$ cat src/hw/rtl/assert_macros.svh
// ----------------------------------------------------------------------------
// Assertion macros
// Shared concurrent assertion macros for the plane registration cost engine.
// ----------------------------------------------------------------------------
`ifndef ASSERT_MACROS_SVH
`define ASSERT_MACROS_SVH
`ifndef ASSERT_OFF
// Same-cycle implication.
`define ASSERT_IMPL(label, clk_sig, rst_n_sig, ante, cons) \
	label: assert property (@(posedge clk_sig) disable iff (!rst_n_sig) (ante) |-> (cons)) \
		else $error("assertion failed: same-cycle implication");
// Next-cycle implication.
`define ASSERT_NEXT(label, clk_sig, rst_n_sig, ante, cons) \
	label: assert property (@(posedge clk_sig) disable iff (!rst_n_sig) (ante) |=> (cons)) \
		else $error("assertion failed: next-cycle implication");
`else
`define ASSERT_IMPL(label, clk_sig, rst_n_sig, ante, cons)
`define ASSERT_NEXT(label, clk_sig, rst_n_sig, ante, cons)
`endif
`endif

$ cat src/hw/rtl/prce_pkg.sv
// ----------------------------------------------------------------------------
// Plane registration cost engine package
// Types, sum layout and command encoding shared by controller and datapath.
// ----------------------------------------------------------------------------
package prce_pkg;

	localparam int OPND_W = 32;
	localparam int SUM_W  = 64;
	// Wide accumulator for exact evaluation sums.
	localparam int WIDE_W = 100;

	typedef logic [4:0] sum_addr_t;
	typedef logic [3:0] opnd_idx_t;
	typedef logic [3:0] res_idx_t;

	// Layout of the flattened sum register file.
	localparam sum_addr_t S_BASE  = 5'd0;
	localparam sum_addr_t MT_BASE = 5'd9;
	localparam sum_addr_t VR_BASE = 5'd18;
	localparam sum_addr_t VT_BASE = 5'd27;
	localparam sum_addr_t PP_ADDR = 5'd30;
	localparam sum_addr_t CP_ADDR = 5'd31;

	localparam logic [1:0] ACT_CLEAR = 2'd0;
	localparam logic [1:0] ACT_ADD   = 2'd1;
	localparam logic [1:0] ACT_LOAD  = 2'd2;
	localparam logic [1:0] ACT_EVAL  = 2'd3;

	localparam res_idx_t RES_COST       = 4'd0;
	localparam res_idx_t RES_ROT_BASE   = 4'd1;
	localparam res_idx_t RES_TRANS_BASE = 4'd10;
	localparam res_idx_t RES_LAST       = 4'd12;

	typedef enum logic [2:0] {
		ASEL_OPND,
		ASEL_SUM_LO,
		ASEL_SUM_HI,
		ASEL_Q_LO,
		ASEL_Q_HI
	} asel_t;

	typedef enum logic {
		BSEL_OPND,
		BSEL_ROT
	} bsel_t;

	typedef enum logic [2:0] {
		ACC_NONE,
		ACC_SAT,
		ACC_W,
		ACC_C,
		ACC_GRAD,
		ACC_SUMC,
		ACC_COST
	} acc_t;

	typedef struct packed {
		logic      capture;
		logic      clear_sums;
		logic      load_rot;
		logic      mul_en;
		logic      clr_w;
		asel_t     a_sel;
		opnd_idx_t a_idx;
		bsel_t     b_sel;
		opnd_idx_t b_idx;
		sum_addr_t sum_addr;
		acc_t      acc;
		logic      hi;
		logic      dbl;
		logic      neg;
		res_idx_t  res_idx;
		logic      emit;
		logic      emit_last;
	} cmd_t;

endpackage

$ cat src/hw/rtl/prce_ctrl.sv
// ----------------------------------------------------------------------------
// Plane registration cost engine controller
// Sequences the shared multiplier over correspondence and evaluation terms.
// ----------------------------------------------------------------------------
`include "assert_macros.svh"

module prce_ctrl (
	input  logic                 clk,
	input  logic                 arst_n,
	input  logic                 start,
	input  logic [1:0]           action,
	output logic                 busy,
	output prce_pkg::cmd_t       cmd
);

	typedef enum logic [3:0] {
		S_IDLE,
		S_CLEAR,
		S_LOAD,
		S_ADD_MUL,
		S_ADD_ACC,
		S_EV_MUL,
		S_EV_ACC,
		S_EV_GRAD,
		S_EV_PP,
		S_EV_CP,
		S_EV_COST,
		S_EMIT
	} state_t;

	localparam prce_pkg::opnd_idx_t OP_D1 = 4'd3;
	localparam prce_pkg::opnd_idx_t OP_N2 = 4'd4;
	localparam prce_pkg::opnd_idx_t OP_D2 = 4'd7;

	state_t             state_q;
	logic               busy_q;
	logic [1:0]         a_q;
	logic [1:0]         b_q;
	logic [1:0]         k_q;
	logic [1:0]         kind_q;
	logic [1:0]         stg_q;
	logic               trans_q;
	logic [3:0]         sub_q;
	prce_pkg::res_idx_t e_q;

	logic               accept;
	logic [3:0]         a3;
	logic [1:0]         bb;
	logic [3:0]         bb3;
	logic [3:0]         rk_idx;

	logic               ev_go;
	logic               ev_first;
	logic               emit_end;
	logic               idle_now;
	logic               add_end;
	logic               grad_now;

	assign accept = start && !busy_q;
	assign busy   = busy_q;
	assign a3     = {1'b0, a_q, 1'b0} + {2'b00, a_q};
	assign bb     = sub_q[2:1];
	assign bb3    = {1'b0, bb, 1'b0} + {2'b00, bb};
	assign rk_idx = a3 + {2'b00, k_q};

	always_ff @(posedge clk or negedge arst_n) begin
		if (!arst_n) begin
			state_q <= S_IDLE;
			busy_q  <= 1'b0;
			a_q     <= '0;
			b_q     <= '0;
			k_q     <= '0;
			kind_q  <= '0;
			stg_q   <= '0;
			trans_q <= 1'b0;
			sub_q   <= '0;
			e_q     <= '0;
		end else begin
			case (state_q)
				S_IDLE: begin
					a_q     <= '0;
					b_q     <= '0;
					k_q     <= '0;
					kind_q  <= '0;
					stg_q   <= '0;
					trans_q <= 1'b0;
					sub_q   <= '0;
					e_q     <= '0;
					if (accept) begin
						busy_q <= 1'b1;
						case (action)
							prce_pkg::ACT_CLEAR: state_q <= S_CLEAR;
							prce_pkg::ACT_ADD:   state_q <= S_ADD_MUL;
							prce_pkg::ACT_LOAD:  state_q <= S_LOAD;
							default:             state_q <= S_EV_MUL;
						endcase
					end
				end
				S_CLEAR, S_LOAD: begin
					state_q <= S_IDLE;
					busy_q  <= 1'b0;
				end
				S_ADD_MUL: begin
					state_q <= S_ADD_ACC;
				end
				S_ADD_ACC: begin
					state_q <= S_ADD_MUL;
					if (kind_q != 2'd2) begin
						kind_q <= kind_q + 2'd1;
					end else begin
						kind_q <= '0;
						case (stg_q)
							2'd0: begin
								if (b_q != 2'd2) begin
									b_q <= b_q + 2'd1;
								end else begin
									b_q <= '0;
									if (a_q != 2'd2) begin
										a_q <= a_q + 2'd1;
									end else begin
										a_q   <= '0;
										stg_q <= 2'd1;
									end
								end
							end
							2'd1: begin
								if (a_q != 2'd2) begin
									a_q <= a_q + 2'd1;
								end else begin
									a_q   <= '0;
									stg_q <= 2'd2;
								end
							end
							default: begin
								state_q <= S_IDLE;
								busy_q  <= 1'b0;
							end
						endcase
					end
				end
				S_EV_MUL: begin
					state_q <= S_EV_ACC;
				end
				S_EV_ACC: begin
					if (sub_q == 4'd5) begin
						sub_q   <= 4'd6;
						state_q <= S_EV_GRAD;
					end else if (sub_q == 4'd10) begin
						sub_q   <= '0;
						state_q <= S_EV_MUL;
						if (trans_q) begin
							if (a_q != 2'd2) begin
								a_q <= a_q + 2'd1;
							end else begin
								state_q <= S_EV_PP;
							end
						end else if (k_q != 2'd2) begin
							k_q <= k_q + 2'd1;
						end else begin
							k_q <= '0;
							if (a_q != 2'd2) begin
								a_q <= a_q + 2'd1;
							end else begin
								a_q     <= '0;
								trans_q <= 1'b1;
							end
						end
					end else begin
						sub_q   <= sub_q + 4'd1;
						state_q <= S_EV_MUL;
					end
				end
				S_EV_GRAD: begin
					sub_q   <= 4'd7;
					state_q <= S_EV_MUL;
				end
				S_EV_PP: begin
					state_q <= S_EV_CP;
				end
				S_EV_CP: begin
					state_q <= S_EV_COST;
				end
				S_EV_COST: begin
					e_q     <= prce_pkg::RES_COST;
					state_q <= S_EMIT;
				end
				S_EMIT: begin
					if (e_q == prce_pkg::RES_LAST) begin
						state_q <= S_IDLE;
						busy_q  <= 1'b0;
					end else begin
						e_q <= e_q + 4'd1;
					end
				end
				default: begin
					state_q <= S_IDLE;
					busy_q  <= 1'b0;
				end
			endcase
		end
	end

	// Command decode from state and loop counters.
	always_comb begin
		cmd         = '0;
		cmd.a_sel   = prce_pkg::ASEL_OPND;
		cmd.b_sel   = prce_pkg::BSEL_OPND;
		cmd.acc     = prce_pkg::ACC_NONE;
		cmd.capture = (state_q == S_IDLE) && accept;
		case (state_q)
			S_CLEAR: cmd.clear_sums = 1'b1;
			S_LOAD:  cmd.load_rot = 1'b1;
			S_ADD_MUL, S_ADD_ACC: begin
				cmd.mul_en = (state_q == S_ADD_MUL);
				if (state_q == S_ADD_ACC) begin
					cmd.acc = prce_pkg::ACC_SAT;
				end
				case (stg_q)
					2'd0: begin
						case (kind_q)
							2'd0: begin
								cmd.a_idx    = {2'b00, a_q};
								cmd.b_idx    = {2'b00, b_q};
								cmd.sum_addr = prce_pkg::S_BASE + {1'b0, a3} + {3'b000, b_q};
							end
							2'd1: begin
								cmd.a_idx    = OP_N2 + {2'b00, a_q};
								cmd.b_idx    = OP_N2 + {2'b00, b_q};
								cmd.sum_addr = prce_pkg::MT_BASE + {1'b0, a3} + {3'b000, b_q};
							end
							default: begin
								cmd.a_idx    = {2'b00, a_q};
								cmd.b_idx    = OP_N2 + {2'b00, b_q};
								cmd.sum_addr = prce_pkg::VR_BASE + {1'b0, a3} + {3'b000, b_q};
								cmd.dbl      = 1'b1;
								cmd.neg      = 1'b1;
							end
						endcase
					end
					2'd1: begin
						case (kind_q)
							2'd0: begin
								cmd.a_idx    = OP_D2;
								cmd.b_idx    = OP_N2 + {2'b00, a_q};
								cmd.sum_addr = prce_pkg::VT_BASE + {3'b000, a_q};
								cmd.dbl      = 1'b1;
							end
							2'd1: begin
								cmd.a_idx    = OP_D1;
								cmd.b_idx    = OP_N2 + {2'b00, a_q};
								cmd.sum_addr = prce_pkg::VT_BASE + {3'b000, a_q};
								cmd.dbl      = 1'b1;
								cmd.neg      = 1'b1;
							end
							default: begin
								cmd.a_idx    = OP_N2 + {2'b00, a_q};
								cmd.b_idx    = OP_N2 + {2'b00, a_q};
								cmd.sum_addr = prce_pkg::PP_ADDR;
							end
						endcase
					end
					default: begin
						cmd.sum_addr = prce_pkg::CP_ADDR;
						case (kind_q)
							2'd0: begin
								cmd.a_idx = OP_D1;
								cmd.b_idx = OP_D1;
							end
							2'd1: begin
								cmd.a_idx = OP_D2;
								cmd.b_idx = OP_D2;
							end
							default: begin
								cmd.a_idx = OP_D1;
								cmd.b_idx = OP_D2;
								cmd.dbl   = 1'b1;
								cmd.neg   = 1'b1;
							end
						endcase
					end
				endcase
			end
			S_EV_MUL, S_EV_ACC, S_EV_GRAD: begin
				cmd.b_sel   = trans_q ? prce_pkg::BSEL_OPND : prce_pkg::BSEL_ROT;
				cmd.res_idx = trans_q ? (prce_pkg::RES_TRANS_BASE + {2'b00, a_q})
				                      : (prce_pkg::RES_ROT_BASE + rk_idx);
				if (sub_q < 4'd6) begin
					// Matrix-vector row term, low or high half of the sum.
					cmd.a_sel    = sub_q[0] ? prce_pkg::ASEL_SUM_HI : prce_pkg::ASEL_SUM_LO;
					cmd.hi       = sub_q[0];
					cmd.b_idx    = trans_q ? {2'b00, bb} : (bb3 + {2'b00, k_q});
					cmd.sum_addr = (trans_q ? prce_pkg::MT_BASE : prce_pkg::S_BASE)
					             + {1'b0, a3} + {3'b000, bb};
					cmd.clr_w    = (state_q == S_EV_MUL) && (sub_q == 4'd0);
				end else begin
					cmd.hi       = !sub_q[0];
					cmd.b_idx    = trans_q ? {2'b00, a_q} : rk_idx;
					cmd.sum_addr = trans_q ? (prce_pkg::VT_BASE + {3'b000, a_q})
					                       : (prce_pkg::VR_BASE + {1'b0, rk_idx});
					if (sub_q < 4'd9) begin
						cmd.a_sel = sub_q[0] ? prce_pkg::ASEL_Q_LO : prce_pkg::ASEL_Q_HI;
					end else begin
						cmd.a_sel = sub_q[0] ? prce_pkg::ASEL_SUM_LO : prce_pkg::ASEL_SUM_HI;
					end
				end
				cmd.mul_en = (state_q == S_EV_MUL);
				if (state_q == S_EV_ACC) begin
					cmd.acc = (sub_q < 4'd6) ? prce_pkg::ACC_W : prce_pkg::ACC_C;
				end else if (state_q == S_EV_GRAD) begin
					cmd.acc = prce_pkg::ACC_GRAD;
				end
			end
			S_EV_PP: begin
				cmd.acc      = prce_pkg::ACC_SUMC;
				cmd.sum_addr = prce_pkg::PP_ADDR;
			end
			S_EV_CP: begin
				cmd.acc      = prce_pkg::ACC_SUMC;
				cmd.sum_addr = prce_pkg::CP_ADDR;
			end
			S_EV_COST: begin
				cmd.acc     = prce_pkg::ACC_COST;
				cmd.res_idx = prce_pkg::RES_COST;
			end
			S_EMIT: begin
				cmd.emit      = 1'b1;
				cmd.res_idx   = e_q;
				cmd.emit_last = (e_q == prce_pkg::RES_LAST);
			end
			default: begin
				cmd.capture = cmd.capture;
			end
		endcase
	end

	// Conditions checked by the assertions below.
	assign ev_go    = accept && (action == prce_pkg::ACT_EVAL);
	assign ev_first = (state_q == S_EV_MUL) && (sub_q == 4'd0) && !trans_q;
	assign emit_end = (state_q == S_EMIT) && (e_q == prce_pkg::RES_LAST);
	assign idle_now = (state_q == S_IDLE) && !busy_q;
	assign add_end  = (state_q == S_ADD_ACC) && (stg_q == 2'd2) && (kind_q == 2'd2);
	assign grad_now = (state_q == S_EV_GRAD);

	`ASSERT_NEXT(a_ev_start, clk, arst_n, ev_go, ev_first)
	`ASSERT_NEXT(a_emit_end, clk, arst_n, emit_end, idle_now)
	`ASSERT_IMPL(a_grad_order, clk, arst_n, grad_now, sub_q == 4'd6 && $past(state_q) == S_EV_ACC)
	`ASSERT_NEXT(a_add_done, clk, arst_n, add_end, idle_now)

endmodule

$ cat config.mk
export PLATFORM = sky130hd
export DESIGN_NAME = prce_ctrl
export DESIGN_NICKNAME = d
export VERILOG_FILES = /design/src/hw/rtl/prce_pkg.sv /design/src/hw/rtl/prce_ctrl.sv
export VERILOG_INCLUDE_DIRS = /design/src /design/src/hw/rtl
export SDC_FILE = /design/constraint.sdc
export NUM_CORES = 1
export LEC_CHECK = 0
export ABC_AREA = 1
export BUFFER_PORTS_ARGS = -buffer_cell sky130_fd_sc_hd__buf_2
export CAP_MARGIN = 40
export CORE_MARGIN = 4
export CORE_UTILIZATION = 50
export DETAILED_ROUTE_END_ITERATION = 8
export PLACE_DENSITY_LB_ADDON = 0.15
export SLEW_MARGIN = 20
export SYNTH_ARGS = -nofsm -noshare
export SYNTH_HDL_FRONTEND = slang
export SYNTH_SLANG_ARGS = --single-unit
$ cat constraint.sdc
create_clock -name clk -period 3.74 [get_ports clk]
set_input_delay 0.374 -clock clk [delete_from_list [all_inputs] [get_ports clk]]
set_output_delay 0.374 -clock clk [all_outputs]
set_load 0.01 [all_outputs]
Word-level counts from Yosys, hierarchy flattened
Cells that the tools add are included.
Widths: inputs -> output; s select.
Cells by class
  $add $sub $neg: 23
  equality and inequality tests: 37
  bitwise logic cells: 1
  multiplexer cells: 96
  reductions and logical operators: 30
  magnitude comparators: 2
Operator list (count)
  $mux 4: 16
  $mux 2: 28
  $pmux 4 s10: 1
  $pmux 4 s2: 5
  $pmux 9 s2: 2
  $eq 4x4->1 const B: 6
  $ne 2x2->1 const B: 12
  $pmux 2 s2: 6
  $mux 3: 7
  $eq 4x3->1 const B: 5
  $mux 1: 20
  $pmux 5 s4: 1
  $add 5x2->5: 3
  $ne 3x3->1 const B: 5
  $pmux 3 s4: 1
  $pmux 4 s3: 1
  $add 5x4->5 const A: 2
  $mux 5: 2
  $reduce_or 2->1: 5
  $mux 9: 1
  $pmux 3 s3: 1
  $add 2x1->2 const B: 4
  $add 3x2->4: 2
  $add 3x2->4 const A: 2
  34 further kinds: 51
Word-level totals
  bits of input ports: 5
  word-level logic and storage cells: 199
  register bits after elaboration: 24
  output and inout bits: 35

Depth between registers and ports, before layout
  word-level depth: 7
  gate-level depth with buffers: 12
  gate-level depth less buffers: 12

Worst setup path before layout
Ideal clock, no wire load.
  kind: register to output
  from: register a_q[0]
  to: output cmd[14] (netlist name)
  buffers on the path: 0
  path slack: 0.880 ns
  arrival: 2.486 ns
  cell stages (with the launch flop): 10
  data required time: 3.366 ns
  cells stage by stage: dfrtp_1 -> inv_1 -> ha_1 -> fa_1 -> xor2_1 -> ha_1 -> nor2_1 -> a21oi_1 -> a211oi_1 -> nand2_1
RTL lines
  start: declaration: RTL line prce_ctrl.sv:37  | logic [1:0] a_q;
  start signal: assignment: RTL line prce_ctrl.sv:119  | a_q <= a_q + 2'd1;
  start signal: assignment: RTL line prce_ctrl.sv:128  | a_q <= a_q + 2'd1;
  start signal: assignment: RTL line prce_ctrl.sv:153  | a_q <= a_q + 2'd1;
  end: declaration: RTL line prce_ctrl.sv:13  | output prce_pkg::cmd_t cmd

==> flow_summary.yaml <==
cts:
  clockBufferDepth: 2
  cts-hold-fix-buffers: 0
  cts_buffers: 3
  cts_tree: "done"
  clock-sinks: 24
  htreeDepth: 1
  cts_resized: 0
  clk_pin_slew_ns: 0.09
  insertion_delay_ns: 0.27
  root_buffer: "clkbuf_8"
  cts_setup_buffers: 0
placed_design:
  hpwl_mm: 6.35
  pre_cts_slack_ns: 0.650
  place.gp.congestion: 0.891
  io_buffers: 38
timing:
  slew_headroom_pct: 61.3
  fin_crit_ns: 3.41
  maxSlewViolCount: 0
  layout_setup_ws_ns: 0.332
  final-hold-violation-count: 0
  final.setup.tns_ns: 0
  setup_viol: 0
  worst-slew-pin-transition_ns: 0.581
  period_share_pct: 91.1
  max_freq_mhz: 293
  rsz0062_at_grt: "false"
  finClkSkew_ns: 0.00739
logic_synthesis:
  synth_seq_area_share_pct: 21.2
  yosysUniqueCellTypes: 36
  netlist_area_mm2: 0.00284
  synth_flop_cell: "dfrtp_1"
  synthTopCellsByCount: "102 x nand2_1, 57 x inv_1, 48 x nand3_1"
  synth-compound-area-share_pct: 16.1
  synth_top_family_by_area: "simple AND/OR/NAND/NOR gates"
  synthSimpleGateAreaFrac_pct: 33.7
  synth_xor_area_share_pct: 2.16
  yosysWarnings: 0
  synth_top_cells_by_area: "dfrtp_1 21%, nand2_1 13%, ha_1 11%, nand3_1 8.5%, inv_1 7.5%"
  synth_seq_cells: 24
  yosysTopAreaCell: "dfrtp_1"
  synthAdderAreaFrac_pct: 17.4
  synth_nets: 470
  synth_top_area_share_pct: 21.2
  synth.area.mux_share_pct: 0
  yosysMostFrequentCell: "nand2_1"
  syn-mean-instance-area_um2: 6.58
  synth-edff-count: 0
  async_flop_share_pct: 100
  synthCells: 431
routing:
  ant_nets: 0
  wl_met3_um: 367
  highest_layer: "met4"
  detail_route.wl_per_cell_um: 14.5
  drt-pass1-iter-count: 4
  drt_iter0_drc: 186
  routed-via-count: 2968
  routed_via_density: 5.49
  wl_met2_mm: 3.64
  met1_length_mm: 3.68
  drc: 0
  drt_wl_total_mm: 7.85
run_status:
  status: "finished clean"
global_route:
  grt_pass1_vias: 2841
  grt-ovfl-total: 0
  antenna_found_initial: 0
  grt_start_max_net_pins: 25
  track_usage_pct: 23.3
  grt_pass1_wl_mm: 13.5
worst_setup_path:
  cp_max_fo: 9
  critPathCaptureType: "output pin"
  critical_path_buf_inv_count: 2
  slowest_stage: "dfrtp_1"
  cp_cell_sequence: "inv_1 -> ha_1 -> fa_1 -> xor2_1 -> ha_1 -> nor2_1 -> a21oi_1 -> a211oi_1 -> nand2_1 -> buf_2"
  cpPeakStageDelay_ns: 0.54
  cp_common_cell: "ha_1"
  setup.worst_path.start_class: "flip-flop"
  crit_family: "adder cells"
  critical_path_class: "reg -> out"
  critPathArrivalTime_ns: 3.03
  crit_required_ns: 3.37
layout:
  drive_above_1_share_pct: 14.1
  syn_to_final_growth_pct: 12.0
  final_nets: 509
  diodes: 0
floorplanning:
  initial_core_util_pct: 51.5
  core_mm2: 0.00551
  die_h_um: 83.3
  dieArea_mm2: 0.00694
  die_w_um: 83.3
  rows: 27
  io_pins: 40
power:
  power_density_mw_per_mm2: 157
  leakage_nw: 1.70
  ir_worst_vdd_v: 0.000203
flow_run:
  cap_violations: 0
min_path:
  hold_class: "in -> async"
==> sequential cells by signal, summed over array words and instances (netlist names), 2 cells and up <==
signal	count
state_q	4
a_q	2
stg_q	2
e_q	4
kind_q	2
k_q	2
b_q	2
sub_q	4
==> per-stage QoR <==
step | power, mW | cells | area, um2 | hold slack, ns | util [%]
final | 0.497 | 541 | 3180 | 0.0962 | 57.7
after global routing | 0.517 | 541 | 3180 | 0.116 | 57.7
after CTS | 0.502 | 541 | 3180 | 0.0969 | 57.7
after detailed placement | 0.274 | 537 | 3110 | 0.395 | 56.4
after global placement | 0.274 | 537 | 3110 | 0.401 | 56.4
after floorplan | 0.267 | 431 | 2840 | 0.0784 | -
==> layout make-up <==
class	instances	area, um2
Clock buffer	3	41.3
Clock inverter	1	30.0
Fill cell	551	2330
Inverter	62	233
Multi-Input combinational cell	338	1970
Sequential cell	24	601
Tap cell	72	90.1
Timing Repair Buffer	41	213
==> path summary, 6_finish.rpt <==
check                              startpoint                    to  slack [ns]  cells past startpoint
setup / recovery           a_q[0]$_DFFE_PN0P_               cmd[14]        0.33                     10
max in group asynchronous              arst_n  sub_q[1]$_DFFE_PN0P_        3.26                      1
hold reg to reg              busy$_DFFE_PN0P_      busy$_DFFE_PN0P_        0.55                      2
min in group clk                        start      busy$_DFFE_PN0P_        0.39                      3
setup reg to reg           a_q[0]$_DFFE_PN0P_    a_q[1]$_DFFE_PN0P_        1.82                      7
hold / removal                         arst_n    e_q[1]$_DFFE_PN0P_         0.1                      1
==> per-layer routing <==
layer	vias to the layer above	GRT usage, %
li1	1493	-
met1	1382	32.4
met2	83	37.5
met3	10	3.27
met4	0	6.84
met5	-	0
==> kinds of logic after synthesis <==
group / Yosys count
flip-flops: 24
AO/OA/AOI/OAI: 78
other: 1
adder cells (fa/ha/maj): 34
XOR/XNOR: 7
buffers and inverters: 69
AND/OR/NAND/NOR: 218
==> cells in the final DEF, fill, tap and decap left out, types with 3 or more instances in the layout <==
cell and instances:
o211ai_1 7, nor2_4 4, buf_4 3, xnor2_1 3, ha_1 25, o22ai_1 9
dfrtp_1 24, nand3_1 48, o21ai_1 4, nor2_1 45, inv_2 5, o221ai_1 3
o21ai_0 31, a21oi_1 15, nand2_2 7, fa_1 9, buf_2 38, xor2_1 4
clkbuf_8 3, inv_1 57, nand4_1 4, nand2_1 102, nor2_2 4
==> worst register-to-register path, cell delays in order (launching register included) <==
cell	delay, ns
dfrtp_1	0.54
inv_1	0.25
ha_1	0.40
buf_4	0.19
nand2_1	0.09
o21ai_0	0.22
nand3_1	0.10
nand2_1	0.08
==> where the power goes <==
group,leakage (nW),switching [mW],internal (mW),total (mW)
clock,0.0357,0.0852,0.143,0.228
sequential,0.322,0,0.259,0.259
combinational,1.34,0.00750,0.00221,0.00971
No activity file was read; power rests on OpenSTA's default activity.
